## src/afd_pkg.sv

```systemverilog
// Shared types and constants for the APA102 strip frame driver.
// No dependencies; every other file except afd_ram imports this package.
`timescale 1ns / 1ps

package afd_pkg;

  localparam int LED_MAX     = 64;
  localparam int PIX_AW      = $clog2(LED_MAX);
  localparam int CNT_W       = $clog2(LED_MAX + 1);
  localparam int OP_W        = 3;
  localparam int IDX_W       = 8;
  localparam int COLOR_W     = 24;
  localparam int SPI_W       = 8;
  localparam int CFG_W       = 7;
  localparam int START_BYTES = 4;
  localparam int END_SHIFT   = 4;   // one end byte per 16 LEDs, rounded up

  typedef enum logic [OP_W-1:0] {
    OP_SET   = 3'd0,
    OP_GET   = 3'd1,
    OP_CLEAR = 3'd2,
    OP_SHOW  = 3'd3,
    OP_TICK  = 3'd4
  } op_t;

  typedef struct packed {
    logic             show;
    logic             tick;
    logic             cfg_we;
    logic [CFG_W-1:0] cfg_count;
  } seq_cmd_t;

  typedef struct packed {
    logic              idle;
    logic [PIX_AW-1:0] pix_addr;
    logic [CNT_W-1:0]  count;
  } seq_st_t;

  typedef struct packed {
    logic [SPI_W-1:0] spi_byte;
    logic             byte_valid;
    logic             last;
    logic             power;
    logic             busy;
  } seq_emit_t;

endpackage

```

## src/afd_item_if.sv

```systemverilog
// Input item channel: valid/ready handshake plus operation, index and color.
// Depends on afd_pkg.
`timescale 1ns / 1ps

interface afd_item_if import afd_pkg::*; ();
  logic               valid;
  logic               ready;
  logic [OP_W-1:0]    operation;
  logic [IDX_W-1:0]   pixel_index;
  logic [COLOR_W-1:0] color;

  modport source (output valid, operation, pixel_index, color, input ready);
  modport sink   (input valid, operation, pixel_index, color, output ready);
endinterface

```

## src/afd_res_if.sv

```systemverilog
// Result channel: valid/ready handshake plus one result item per input item.
// Depends on afd_pkg.
`timescale 1ns / 1ps

interface afd_res_if import afd_pkg::*; ();
  logic               valid;
  logic               ready;
  logic [COLOR_W-1:0] read_color;
  logic [SPI_W-1:0]   spi_byte;
  logic               byte_valid;
  logic               frame_last;
  logic               power_on;
  logic               busy_res;

  modport source (output valid, read_color, spi_byte, byte_valid, frame_last,
                  power_on, busy_res, input ready);
  modport sink   (input valid, read_color, spi_byte, byte_valid, frame_last,
                  power_on, busy_res, output ready);
endinterface

```

## src/afd_cfg_if.sv

```systemverilog
// Configuration write channel carrying the LED count register.
// Depends on afd_pkg.
`timescale 1ns / 1ps

interface afd_cfg_if import afd_pkg::*; ();
  logic             valid;
  logic             ready;
  logic [CFG_W-1:0] led_count;

  modport source (output valid, led_count, input ready);
  modport sink   (input valid, led_count, output ready);
endinterface

```

## src/afd_ram.sv

```systemverilog
// Generic single-port-write, single-port-read RAM with registered read data.
// No dependencies.
`timescale 1ns / 1ps

module afd_ram #(
  parameter int WIDTH = 8,
  parameter int DEPTH = 16
) (
  input  logic                     clk,
  input  logic                     we,
  input  logic [$clog2(DEPTH)-1:0] waddr,
  input  logic [WIDTH-1:0]         wdata,
  input  logic                     re,
  input  logic [$clog2(DEPTH)-1:0] raddr,
  output logic [WIDTH-1:0]         rdata
);

  logic [WIDTH-1:0] mem [DEPTH];

  always_ff @(posedge clk) begin
    if (we) begin
      mem[waddr] <= wdata;
    end
    if (re) begin
      rdata <= mem[raddr];
    end
  end

endmodule

```

## src/afd_frame_seq.sv

```systemverilog
// Frame sequencer: phase, byte and slot counters, dark tracking, power level
// and the LED count register. Depends on afd_pkg.
`timescale 1ns / 1ps

module afd_frame_seq import afd_pkg::*; (
  input  logic               clk,
  input  logic               rst_n,
  input  seq_cmd_t           cmd,
  input  logic [COLOR_W-1:0] pix_color,
  output seq_st_t            st,
  output seq_emit_t          emit
);

  typedef enum logic [3:0] {
    PH_IDLE  = 4'b0001,
    PH_START = 4'b0010,
    PH_PIX   = 4'b0100,
    PH_END   = 4'b1000
  } phase_t;

  localparam logic [1:0] SLOT_MARK  = 2'd0;
  localparam logic [1:0] SLOT_BLUE  = 2'd1;
  localparam logic [1:0] SLOT_RED   = 2'd2;
  localparam logic [1:0] SLOT_GREEN = 2'd3;

  phase_t           phase_r, phase_nxt;
  logic [CNT_W-1:0] bc_r, bc_nxt;
  logic [1:0]       slot_r, slot_nxt;
  logic             dark_r, dark_nxt;
  logic             power_r, power_nxt;
  logic [CNT_W-1:0] count_r, count_nxt;

  logic [CNT_W-1:0] bc_inc;
  logic [CNT_W-1:0] end_sum;
  logic [CNT_W-1:0] end_bytes;
  logic [SPI_W-1:0] comp;
  logic [SPI_W-1:0] byte_out;
  logic             last;
  logic             bval;

  assign bc_inc    = bc_r + CNT_W'(1);
  assign end_sum   = count_r + CNT_W'(15);
  assign end_bytes = end_sum >> END_SHIFT;

  always_comb begin
    case (slot_r)
      SLOT_BLUE:  comp = pix_color[7:0];
      SLOT_RED:   comp = pix_color[23:16];
      SLOT_GREEN: comp = pix_color[15:8];
      default:    comp = '1;
    endcase
  end

  always_comb begin
    phase_nxt = phase_r;
    bc_nxt    = bc_r;
    slot_nxt  = slot_r;
    dark_nxt  = dark_r;
    power_nxt = power_r;
    count_nxt = count_r;
    byte_out  = '0;
    last      = 1'b0;
    bval      = 1'b0;

    if (cmd.show && phase_r == PH_IDLE) begin
      power_nxt = 1'b1;
      phase_nxt = PH_START;
      bc_nxt    = '0;
      slot_nxt  = SLOT_MARK;
      dark_nxt  = 1'b1;
    end else if (cmd.tick && phase_r != PH_IDLE) begin
      bval = 1'b1;
      case (phase_r)
        PH_START: begin
          bc_nxt = bc_inc;
          if (bc_inc >= CNT_W'(START_BYTES)) begin
            phase_nxt = PH_PIX;
            bc_nxt    = '0;
            slot_nxt  = SLOT_MARK;
          end
        end
        PH_PIX: begin
          byte_out = comp;
          if (slot_r != SLOT_MARK && comp != '0) begin
            dark_nxt = 1'b0;
          end
          slot_nxt = slot_r + 2'd1;
          if (slot_r == SLOT_GREEN) begin
            bc_nxt = bc_inc;
            if (bc_inc >= count_r) begin
              phase_nxt = PH_END;
              bc_nxt    = '0;
            end
          end
        end
        PH_END: begin
          byte_out = '1;
          bc_nxt   = bc_inc;
          if (bc_inc >= end_bytes) begin
            last      = 1'b1;
            phase_nxt = PH_IDLE;
            bc_nxt    = '0;
            slot_nxt  = SLOT_MARK;
            if (dark_r) begin
              power_nxt = 1'b0;
            end
          end
        end
        default: begin
          phase_nxt = PH_IDLE;
        end
      endcase
    end

    // count writes only land between frames; clamp to 1..LED_MAX
    if (cmd.cfg_we && phase_r == PH_IDLE) begin
      if (cmd.cfg_count == '0) begin
        count_nxt = CNT_W'(1);
      end else if (int'(cmd.cfg_count) > LED_MAX) begin
        count_nxt = CNT_W'(LED_MAX);
      end else begin
        count_nxt = CNT_W'(cmd.cfg_count);
      end
    end
  end

  always_ff @(posedge clk) begin
    if (!rst_n) begin
      phase_r <= PH_IDLE;
      bc_r    <= '0;
      slot_r  <= SLOT_MARK;
      dark_r  <= 1'b1;
      power_r <= 1'b0;
      count_r <= CNT_W'(1);
    end else begin
      phase_r <= phase_nxt;
      bc_r    <= bc_nxt;
      slot_r  <= slot_nxt;
      dark_r  <= dark_nxt;
      power_r <= power_nxt;
      count_r <= count_nxt;
    end
  end

  assign st.idle     = (phase_r == PH_IDLE);
  assign st.pix_addr = bc_r[PIX_AW-1:0];
  assign st.count    = count_r;

  assign emit.spi_byte   = byte_out;
  assign emit.byte_valid = bval;
  assign emit.last       = last;
  assign emit.power      = power_nxt;
  assign emit.busy       = (phase_nxt != PH_IDLE);

`ifndef ASSERT_OFF
  a_slot_pix_only: assert property (@(posedge clk) disable iff (!rst_n)
    phase_r != PH_PIX |-> slot_r == SLOT_MARK)
    else $error("slot counter left nonzero outside pixel bytes");

  a_power_in_frame: assert property (@(posedge clk) disable iff (!rst_n)
    !power_r |-> phase_r == PH_IDLE)
    else $error("frame running with power off");

  a_last_ends: assert property (@(posedge clk) disable iff (!rst_n)
    last |=> phase_r == PH_IDLE)
    else $error("frame did not end after last byte");

  a_count_range: assert property (@(posedge clk) disable iff (!rst_n)
    count_r >= CNT_W'(1) && count_r <= CNT_W'(LED_MAX))
    else $error("LED count out of range");
`endif

endmodule

```

## src/apa102_strip_frame_driver.sv

```systemverilog
// APA102 strip frame driver: pixel RAM, frame sequencer, item and result regs.
// Stage 1 holds the item and RAM read data, then the output register the result.
// Items enter only when stage 1 is empty (RAM read, then update and write back).
// Reset: rst_n synchronous active low; clears control, counters, power, LED
// count (to 1) and the per-pixel valid bits, so the store reads as zero at once.
// Depends on afd_pkg, afd_item_if, afd_res_if, afd_cfg_if, afd_ram, afd_frame_seq.
`timescale 1ns / 1ps

module apa102_strip_frame_driver import afd_pkg::*; (
  input  logic       clk,
  input  logic       rst_n,
  afd_item_if.sink   in_ch,
  afd_res_if.source  out_ch,
  afd_cfg_if.sink    cfg_ch
);

  logic               s1_vld_r, s1_vld_nxt;
  op_t                s1_op_r;
  logic [IDX_W-1:0]   s1_idx_r;
  logic [COLOR_W-1:0] s1_color_r;
  logic               vbit_r;
  logic [LED_MAX-1:0] vbits_r, vbits_nxt;

  logic               out_vld_r, out_vld_nxt;
  logic [COLOR_W-1:0] out_color_r;
  logic [SPI_W-1:0]   out_byte_r;
  logic               out_bval_r;
  logic               out_last_r;
  logic               out_power_r;
  logic               out_busy_r;

  logic               accept;
  logic               complete;
  logic [PIX_AW-1:0]  raddr;
  logic [COLOR_W-1:0] ram_rdata;
  logic [COLOR_W-1:0] pix;
  logic               idx_ok;
  logic               set_we;
  logic               clr;
  seq_cmd_t           cmd;
  seq_st_t            st;
  seq_emit_t          emit;

  assign in_ch.ready  = !s1_vld_r;
  assign cfg_ch.ready = 1'b1;
  assign accept       = in_ch.valid && in_ch.ready;
  assign complete     = s1_vld_r && (!out_vld_r || out_ch.ready);

  // ticks read the pixel under the byte counter, gets read the requested slot
  assign raddr = (in_ch.operation == OP_TICK) ? st.pix_addr
                                              : in_ch.pixel_index[PIX_AW-1:0];

  assign pix    = vbit_r ? ram_rdata : '0;
  assign idx_ok = s1_idx_r < {{(IDX_W-CNT_W){1'b0}}, st.count};
  assign set_we = complete && s1_op_r == OP_SET && st.idle && idx_ok;
  assign clr    = complete && s1_op_r == OP_CLEAR && st.idle;

  afd_ram #(
    .WIDTH (COLOR_W),
    .DEPTH (LED_MAX)
  ) u_pix_ram (
    .clk   (clk),
    .we    (set_we),
    .waddr (s1_idx_r[PIX_AW-1:0]),
    .wdata (s1_color_r),
    .re    (accept),
    .raddr (raddr),
    .rdata (ram_rdata)
  );

  always_comb begin
    cmd.show      = complete && s1_op_r == OP_SHOW;
    cmd.tick      = complete && s1_op_r == OP_TICK;
    cmd.cfg_we    = cfg_ch.valid;
    cmd.cfg_count = cfg_ch.led_count;
  end

  afd_frame_seq u_seq (
    .clk       (clk),
    .rst_n     (rst_n),
    .cmd       (cmd),
    .pix_color (pix),
    .st        (st),
    .emit      (emit)
  );

  always_comb begin
    vbits_nxt = vbits_r;
    if (clr) begin
      vbits_nxt = '0;
    end else if (set_we) begin
      vbits_nxt[s1_idx_r[PIX_AW-1:0]] = 1'b1;
    end
  end

  always_comb begin
    s1_vld_nxt = s1_vld_r;
    if (accept) begin
      s1_vld_nxt = 1'b1;
    end else if (complete) begin
      s1_vld_nxt = 1'b0;
    end
    out_vld_nxt = out_vld_r;
    if (complete) begin
      out_vld_nxt = 1'b1;
    end else if (out_ch.ready) begin
      out_vld_nxt = 1'b0;
    end
  end

  always_ff @(posedge clk) begin
    if (!rst_n) begin
      s1_vld_r  <= 1'b0;
      out_vld_r <= 1'b0;
      vbits_r   <= '0;
    end else begin
      s1_vld_r  <= s1_vld_nxt;
      out_vld_r <= out_vld_nxt;
      vbits_r   <= vbits_nxt;
    end
  end

  always_ff @(posedge clk) begin
    if (accept) begin
      s1_op_r    <= op_t'(in_ch.operation);
      s1_idx_r   <= in_ch.pixel_index;
      s1_color_r <= in_ch.color;
      vbit_r     <= vbits_r[raddr];
    end
    if (complete) begin
      out_color_r <= (s1_op_r == OP_GET && idx_ok) ? pix : '0;
      out_byte_r  <= emit.spi_byte;
      out_bval_r  <= emit.byte_valid;
      out_last_r  <= emit.last;
      out_power_r <= emit.power;
      out_busy_r  <= emit.busy;
    end
  end

  assign out_ch.valid      = out_vld_r;
  assign out_ch.read_color = out_color_r;
  assign out_ch.spi_byte   = out_byte_r;
  assign out_ch.byte_valid = out_bval_r;
  assign out_ch.frame_last = out_last_r;
  assign out_ch.power_on   = out_power_r;
  assign out_ch.busy_res   = out_busy_r;

endmodule

```

## src/flat_wrapper.sv

```systemverilog
// flat-port wrapper written by rule: the top's interface ports become plain ports
module apa102_strip_frame_driver_flat import afd_pkg::*;
  (clk, rst_n, in_ch_valid, in_ch_operation, in_ch_pixel_index, in_ch_color, in_ch_ready, out_ch_valid, out_ch_read_color, out_ch_spi_byte, out_ch_byte_valid, out_ch_frame_last, out_ch_power_on, out_ch_busy_res, out_ch_ready, cfg_ch_valid, cfg_ch_led_count, cfg_ch_ready);
  afd_item_if in_ch_i ();
  afd_res_if out_ch_i ();
  afd_cfg_if cfg_ch_i ();
  input  logic clk;
  input  logic rst_n;
  input wire logic [$bits(in_ch_i.valid)-1:0] in_ch_valid;
  input wire logic [$bits(in_ch_i.operation)-1:0] in_ch_operation;
  input wire logic [$bits(in_ch_i.pixel_index)-1:0] in_ch_pixel_index;
  input wire logic [$bits(in_ch_i.color)-1:0] in_ch_color;
  output wire logic [$bits(in_ch_i.ready)-1:0] in_ch_ready;
  output wire logic [$bits(out_ch_i.valid)-1:0] out_ch_valid;
  output wire logic [$bits(out_ch_i.read_color)-1:0] out_ch_read_color;
  output wire logic [$bits(out_ch_i.spi_byte)-1:0] out_ch_spi_byte;
  output wire logic [$bits(out_ch_i.byte_valid)-1:0] out_ch_byte_valid;
  output wire logic [$bits(out_ch_i.frame_last)-1:0] out_ch_frame_last;
  output wire logic [$bits(out_ch_i.power_on)-1:0] out_ch_power_on;
  output wire logic [$bits(out_ch_i.busy_res)-1:0] out_ch_busy_res;
  input wire logic [$bits(out_ch_i.ready)-1:0] out_ch_ready;
  input wire logic [$bits(cfg_ch_i.valid)-1:0] cfg_ch_valid;
  input wire logic [$bits(cfg_ch_i.led_count)-1:0] cfg_ch_led_count;
  output wire logic [$bits(cfg_ch_i.ready)-1:0] cfg_ch_ready;
  assign in_ch_i.valid = in_ch_valid;
  assign in_ch_i.operation = in_ch_operation;
  assign in_ch_i.pixel_index = in_ch_pixel_index;
  assign in_ch_i.color = in_ch_color;
  assign in_ch_ready = in_ch_i.ready;
  assign out_ch_valid = out_ch_i.valid;
  assign out_ch_read_color = out_ch_i.read_color;
  assign out_ch_spi_byte = out_ch_i.spi_byte;
  assign out_ch_byte_valid = out_ch_i.byte_valid;
  assign out_ch_frame_last = out_ch_i.frame_last;
  assign out_ch_power_on = out_ch_i.power_on;
  assign out_ch_busy_res = out_ch_i.busy_res;
  assign out_ch_i.ready = out_ch_ready;
  assign cfg_ch_i.valid = cfg_ch_valid;
  assign cfg_ch_i.led_count = cfg_ch_led_count;
  assign cfg_ch_ready = cfg_ch_i.ready;
  apa102_strip_frame_driver u_core (.clk(clk), .rst_n(rst_n), .in_ch(in_ch_i), .out_ch(out_ch_i), .cfg_ch(cfg_ch_i));
endmodule
```

## config.mk

```make
export PLATFORM = sky130hd
export DESIGN_NAME = apa102_strip_frame_driver_flat
export DESIGN_NICKNAME = d
export VERILOG_FILES = /design/src/afd_pkg.sv /design/src/afd_item_if.sv /design/src/afd_res_if.sv /design/src/afd_cfg_if.sv /design/src/afd_ram.sv /design/src/afd_frame_seq.sv /design/src/apa102_strip_frame_driver.sv /design/src/flat_wrapper.sv
export SDC_FILE = /design/constraint.sdc
export NUM_CORES = 2
export LEC_CHECK = 0
export BUFFER_PORTS_ARGS = -buffer_cell sky130_fd_sc_hd__buf_2
export CORE_ASPECT_RATIO = 2
export CORE_UTILIZATION = 50
export CTS_BUF_LIST = sky130_fd_sc_hd__clkbuf_8
export DETAILED_ROUTE_END_ITERATION = 12
export PLACE_DENSITY = 0.66
export SYNTH_ARGS = -nofsm -noshare
export SYNTH_HDL_FRONTEND = slang
export SYNTH_SLANG_ARGS = --single-unit
```

## constraint.sdc

```tcl
create_clock -name clk -period 5.65 [get_ports clk]
set_input_delay 0.565 -clock clk [delete_from_list [all_inputs] [get_ports clk]]
set_output_delay 0.565 -clock clk [all_outputs]
set_load 0.05 [all_outputs]
```

# Word-level counts from Yosys, hierarchy flattened

Memories as Yosys holds them, arrays and structs flattened. A register that Yosys moved wholly into a read port is not among the register bits.
Index checks and enable logic that the tools add are counted.

$lt $le $gt $ge: 8
Equality and inequality tests: 17
Bitwise logic cells: 4
Reduce and logical (&&, ||, !) cells: 32
Mux-type cells: 38
Add/subtract/negate cells: 3

Operators with widths:

| cell                                                                                | number |
|---|---|
| 64-bit bitwise OR                                                                   | 1 |
| 7-bit two-way mux                                                                   | 6 |
| 24-bit two-way mux                                                                  | 1 |
| 4-bit two-way mux                                                                   | 6 |
| 8-bit one-hot mux with 3 select lines                                               | 1 |
| 7-bit one-hot mux with 3 select lines                                               | 1 |
| 8-bit one-hot mux with 2 select lines                                               | 1 |
| 1-bit logical AND                                                                   | 15 |
| 1-bit two-way mux                                                                   | 15 |
| 6-bit by 7-bit < comparator with 1-bit output, second input constant                | 2 |
| 4-bit one-hot mux with 3 select lines                                               | 1 |
| 8-bit by 7-bit < comparator with 1-bit output                                       | 1 |
| 4-bit by 1-bit != test with 1-bit output, second input constant                     | 2 |
| 8-bit nonzero test                                                                  | 1 |
| 7-bit by 1-bit adder with 7-bit output, second input constant                       | 1 |
| 7-bit by 4-bit adder with 7-bit output, second input constant                       | 1 |
| 7-bit by 3-bit greater-or-equal comparator with 1-bit output                        | 1 |
| 7-bit by 3-bit greater-or-equal comparator with 1-bit output, second input constant | 1 |
| 7-bit greater-or-equal comparator                                                   | 1 |
| 7-bit greater-than comparator, second input constant                                | 1 |
| 7-bit logical NOT                                                                   | 1 |
| 1-bit binary-select mux with 6-bit select                                           | 1 |
| 1-bit demux with 6-bit select                                                       | 1 |
| 3-bit by 2-bit == test with 1-bit output, second input constant                     | 2 |
| other kinds (24)                                                                    | 37 |

Word-level logic and storage cells: 122
Register bits: 160
Memories kept: 1
Bits in writable memories: 1,536
Output and inout port bits: 39
Input bits: 47

Memory list:

| name                 | depth | width | read ports | clocked after Yosys merged registers in | wr ports | RTL line      | source |
|---|---|---|---|---|---|---|---|
| u_core.u_pix_ram.mem | 64    | 24    | 1          | 1                                       | 1        | afd_ram.sv:18 | `logic [WIDTH-1:0] mem [DEPTH];` |

# Depth between registers and ports, before layout

Depth after elaboration: 8
Gate-level depth with buffers: 12
Gate-level depth less buffers: 11

# Hierarchy

From an unflattened synthesis, not the netlist that was laid out.

Cells, all modules: 3,418
Area, all modules: 67,430.9 um2

By module, submodules not included:

| module                    | area each (um2) | sequential area each (um2) | instances | cells an instance |
|---|---|---|---|---|
| afd_ram                   | 59,535.8        | 46,844.9                   | 1         | 2,610 |
| apa102_strip_frame_driver | 5,891.9         | 3,483.3                    | 1         | 549 |
| afd_frame_seq             | 2,003.2         | 440.4                      | 1         | 259 |

# Worst setup path after synthesis

No wires, ideal clock.

Path kind: input to register
Start point: input port out_ch_ready
End point: memory u_core.u_pix_ram.mem[11][0] (netlist name), enable pin
Path buffers: 2
Setup time: 469 ps
Stages on the path: 6
Data required time: 5,181 ps
Setup slack: 398 ps
Data arrival time: 4,782 ps
Cell sequence: nand2b_1 -> and2_1 -> nand3_1 -> clkbuf_1 -> clkbuf_1 -> nor4_1

Cells in the longest elaborated chain, start to end: 7

Ends and longest elaborated chain:

| what                                    | RTL line                        | source |
|---|---|---|
| start, declared                         | flat_wrapper.sv:21              | `input wire logic [$bits(out_ch_i.ready)-1:0] out_ch_ready;` |
| 1-bit logical OR                        | apa102_strip_frame_driver.sv:47 | `assign complete = s1_vld_r && (!out_vld_r \|\| out_ch.ready);` |
| 1-bit logical AND                       | apa102_strip_frame_driver.sv:47 |  |
| net u_core.complete                     | apa102_strip_frame_driver.sv:33 | `logic complete;` |
| 1-bit logical AND (3 in a row)          | apa102_strip_frame_driver.sv:55 | `assign set_we = complete && s1_op_r == OP_SET && st.idle && idx_ok;` |
| 1-bit two-way mux                       | afd_ram.sv:21                   | `if (we) begin` |
| 1-bit two-way mux (implied by the code) | afd_ram.sv:22                   | `mem[waddr] <= wdata;` |
| end, declared                           | afd_ram.sv:18                   |  |

The timed path passes the listed nets, and every way through them passes these cells.

# Worst setup path after layout

Start point: register u_core.u_seq.bc_r[0]
End point: register u_core.u_pix_ram.rdata[5], read port of u_core.u_pix_ram.mem, data pin

Cells in the longest elaborated chain, start to end: 1

Ends and longest elaborated chain:

| what                   | RTL line                        | source |
|---|---|---|
| start, declared        | afd_frame_seq.sv:27             | `logic [CNT_W-1:0] bc_r, bc_nxt;` |
| start signal, assigned | afd_frame_seq.sv:137            | `bc_r <= bc_nxt;` |
| 6-bit two-way mux      | apa102_strip_frame_driver.sv:50 | `assign raddr = (in_ch.operation == OP_TICK) ? st.pix_addr` |
| end, declared          | afd_ram.sv:15                   | `output logic [WIDTH-1:0] rdata` |

Every way passes these cells.
A chain may end at the register's enable or synchronous reset.

==> impl_metrics.tcl <==
set metrics [dict create \
    ys_seq_area_frac 0.742 \
    initial_antenna_violation_count 27 \
    fmax_ghz 0.205 \
    floorplan.die.width_um 264 \
    die_area_um2 138000 \
    syn-instance-count 5057 \
    detailroute.via_count 44500 \
    yosys-top-cells-count "sky130_fd_sc_hd__edfxtp_1 (1632), sky130_fd_sc_hd__nand2_1 (1326), sky130_fd_sc_hd__nand3_1 (704), sky130_fd_sc_hd__mux2i_1 (203), sky130_fd_sc_hd__clkbuf_1 (175)" \
    first_iter_violations 5050 \
    post-synth-top-area-cell "sky130_fd_sc_hd__edfxtp_1" \
    cp.required_ns 6.29 \
    max_capacitance_violation_total 0 \
    place.detailed.hpwl_um 126000 \
    finalCriticalPeriod_ns 4.87 \
    hold_viol_final 0 \
    post-synth-top-count-cell "sky130_fd_sc_hd__edfxtp_1" \
    critical_path.top_delay_family "compound AO/OA/AOI/OAI gates" \
    holdCritPathClass "in -> reg" \
    end_kind "flop" \
    design.portCount 86 \
    run_status "completed" \
    final_core_utilization 0.566 \
    crit_path_top_delay_cell "sky130_fd_sc_hd__a2111oi_0" \
    netlist_area_um2 68400 \
    crit_path_max_fanout 33 \
    synth_nets 5125 \
    areaGrowthSynthToFinish_pct 12.1 \
    synth_compound_gate_area_share 0.0455 \
    port-buffer-count 84 \
    yosys-top-cells-area "sky130_fd_sc_hd__edfxtp_1 (72%), sky130_fd_sc_hd__nand2_1 (7.3%), sky130_fd_sc_hd__nand3_1 (5.1%), sky130_fd_sc_hd__mux2i_1 (3.0%), sky130_fd_sc_hd__dfxtp_1 (2.6%)" \
    num_rows 191 \
    clock_tree.buffer_depth 4 \
    detail_route.vias_per_cell 6.15 \
    ys.warnings.count 0 \
    first_global_vias 43900 \
    avg_inst_size_synth_um2 13.5 \
    data_arrival_time_at_the_worst_slack_endpoint_ns 5.51 \
    clock_latency_ns 0.95 \
    p_per_area_nw_per_um2 326 \
    grt_setup_unrepaired "false" \
    drcViolationCount 0 \
    initial_util 0.505 \
    tightest_slew_ns 1.33 \
    post_synth_mux_area_share 0.0310 \
    tritoncts_clock_tree "yes" \
    grt_max_degree 114 \
    place.gp.congestion 0.952 \
    detailedRoute.firstPassIterationCount 8 \
    post-synth-top-area-fraction 0.716 \
    drv_slew 0 \
    grt_use_total 0.300 \
    synth_async_sr_flop_share 0 \
    multi_input_combinational_cell_area_um2 16500 \
    reg_area_um2 50800 \
    total_power_w 0.0250 \
    unique_cell_type_count_in_the_yosys_netlist 64 \
    final.setup_skew_ns 0.0574 \
    wirelength_met1_um 70100 \
    critPathLaunchType "flop" \
    yosys.area_share.adder 0.00384 \
    final.period_utilization 0.863 \
    max_slew_margin 0.0924 \
    drt.antenna.violating_nets 0 \
    synth_simple_gate_area_share 0.152 \
    power.static_leakage_nw 26.8 \
    synth_edf_count 1632 \
    critical-path-top-cell-by-count "sky130_fd_sc_hd__buf_4" \
    post_cts.resized_instances 0 \
    timing.critical_path.cells "nor4bb_4, buf_4, a21o_4, buf_4, mux2i_1, mux2i_1, a2111oi_0, buf_4, and4_1, nand4_1" \
    layout-drive-gt1-share 0.133 \
    peakVddDrop_v 0.000177 \
    routedWlPerCell_um 28.9 \
    tritoncts_num_sinks 1720 \
    pre_cts_slack_ns 0.698 \
    core_area_um2 136000 \
    setup_slack_ns 0.777 \
    highest-signal-layer "met5" \
    yosys_register_bits 1720 \
    final.fill_count 10600 \
    setup_violations 0 \
    wl_met3_um 16400 \
    synth_top_family_by_area "simple AND/OR/NAND/NOR gates" \
    cts-buffers-inserted 230 \
    global_route.overflow_total 0 \
    critical_path_class "reg -> reg" \
    clock_root_buffer "sky130_fd_sc_hd__clkbuf_8" \
    final_net_count 5365 \
    stage_delay_of_the_slowest_cell_on_the_critical_path_ns 1.17 \
    wirelength_um 209000 \
    detailroute.wirelength.met2_um 104000 \
    ctsHtreeMaxLevel 4 \
    critical_path_buf_inv_count 3 \
    synth_xor_xnor_area_share 0.000896 \
    grt_first_pass_wirelength_um 299000 \
    cts.reportedPaths.clkPinSlew_ns 0.07 \
    synth_ff_type "sky130_fd_sc_hd__edfxtp_1" \
    die_h_um 525 \
]
layout by cell type (no fill, tap or decap), types with 64 or more instances in the layout:
cell type                  instances
sky130_fd_sc_hd__edfxtp_1       1632
sky130_fd_sc_hd__nand2_1        1326
sky130_fd_sc_hd__nand3_1         703
sky130_fd_sc_hd__clkbuf_8        254
sky130_fd_sc_hd__mux2i_1         203
sky130_fd_sc_hd__buf_4           189
sky130_fd_sc_hd__inv_1           108
sky130_fd_sc_hd__dfxtp_1          88
sky130_fd_sc_hd__buf_2            84
sky130_fd_sc_hd__nand4_1          65
sky130_fd_sc_hd__a32oi_1          64
sky130_fd_sc_hd__nor4_2           64
what timing repair did:
action,in CTS,in global routing
endpoints found under the hold margin,40,0
buffers inserted,0,0
hold buffers,43,0
worst min-delay path: stages:
cell	delay, ns
sky130_fd_sc_hd__buf_2	0.10
sky130_fd_sc_hd__nor3b_1	0.13
sky130_fd_sc_hd__a21oi_1	0.11
sky130_fd_sc_hd__nor2b_1	0.05
area by class of cell:
type	instances	share of cell area
multi-input cells	2968	0.215
well taps	1737	0.0283
repair buffers	336	0.0347
diodes	17	0.000555
clock inverters	160	0.0117
flip-flops and latches	1720	0.662
clock buffers	254	0.0456
inverters	41	0.00201
state kept, by name, summed over array words and instances, names as in the netlist, 7 cells and up:
| name | cells |
|---|---|
| u_core.u_seq.count_r | 7 |
| u_core.out_ch.spi_byte | 8 |
| u_core.vbits_r | 64 |
| u_core.s1_color_r | 24 |
| u_core.out_ch.read_color | 24 |
| u_core.u_pix_ram.mem | 1536 |
| u_core.u_pix_ram.rdata | 24 |
| u_core.s1_idx_r | 8 |
| u_core.u_seq.bc_r | 7 |
metal layers:
metal  up-vias  global-route usage
met5         -                   0
met4        14               0.239
met3       613              0.0479
met2      2400               0.506
met1     22200               0.338
li1      19300                   -
path summary, 6_finish.rpt:
path / start / to / slack, ns / cells after the start
setup / recovery: u_core.u_seq.bc_r[0] / u_core.u_pix_ram.rdata[5] / 0.78 / 10
setup reg to reg: u_core.u_seq.bc_r[0] / u_core.u_pix_ram.rdata[5] / 0.78 / 10
hold / removal: cfg_ch_led_count[5] / u_core.u_seq.count_r[5] / 0.08 / 4
hold reg to reg: u_core.u_seq.dark_r / u_core.u_seq.dark_r / 0.47 / 1
kinds of logic after synthesis:
kind of cell | count (synthesis)
AOI/OAI and AO/OA | 395
xor gates and xnor gates | 7
and+or+nand+nor | 2336
other | 1
DFF | 1720
buffers and inverters | 369
adders and majority gates | 21
muxes | 208
metrics by stage:
step	TNS [ns]	instances	hold WS, ns	area (um2)
after floorplan	0	5057	0.426	68400
after detailed placement	0	6759	0.450	71800
after global placement	-0.0851	6758	0.446	71800
final	0	7233	0.0793	76700
after CTS	0	7216	0.0330	76700
after global routing	0	7231	0.0842	76700
where the power goes:
group | internal, W | switching, W | leakage (nW)
Sequential | 0.0140 | 0.0000847 | 15.5
Clock | 0.00452 | 0.00459 | 2.50
Combinational | 0.000442 | 0.00132 | 8.81
Total | 0.0190 | 0.00599 | 26.8
Power figures use the tool's default switching activity.
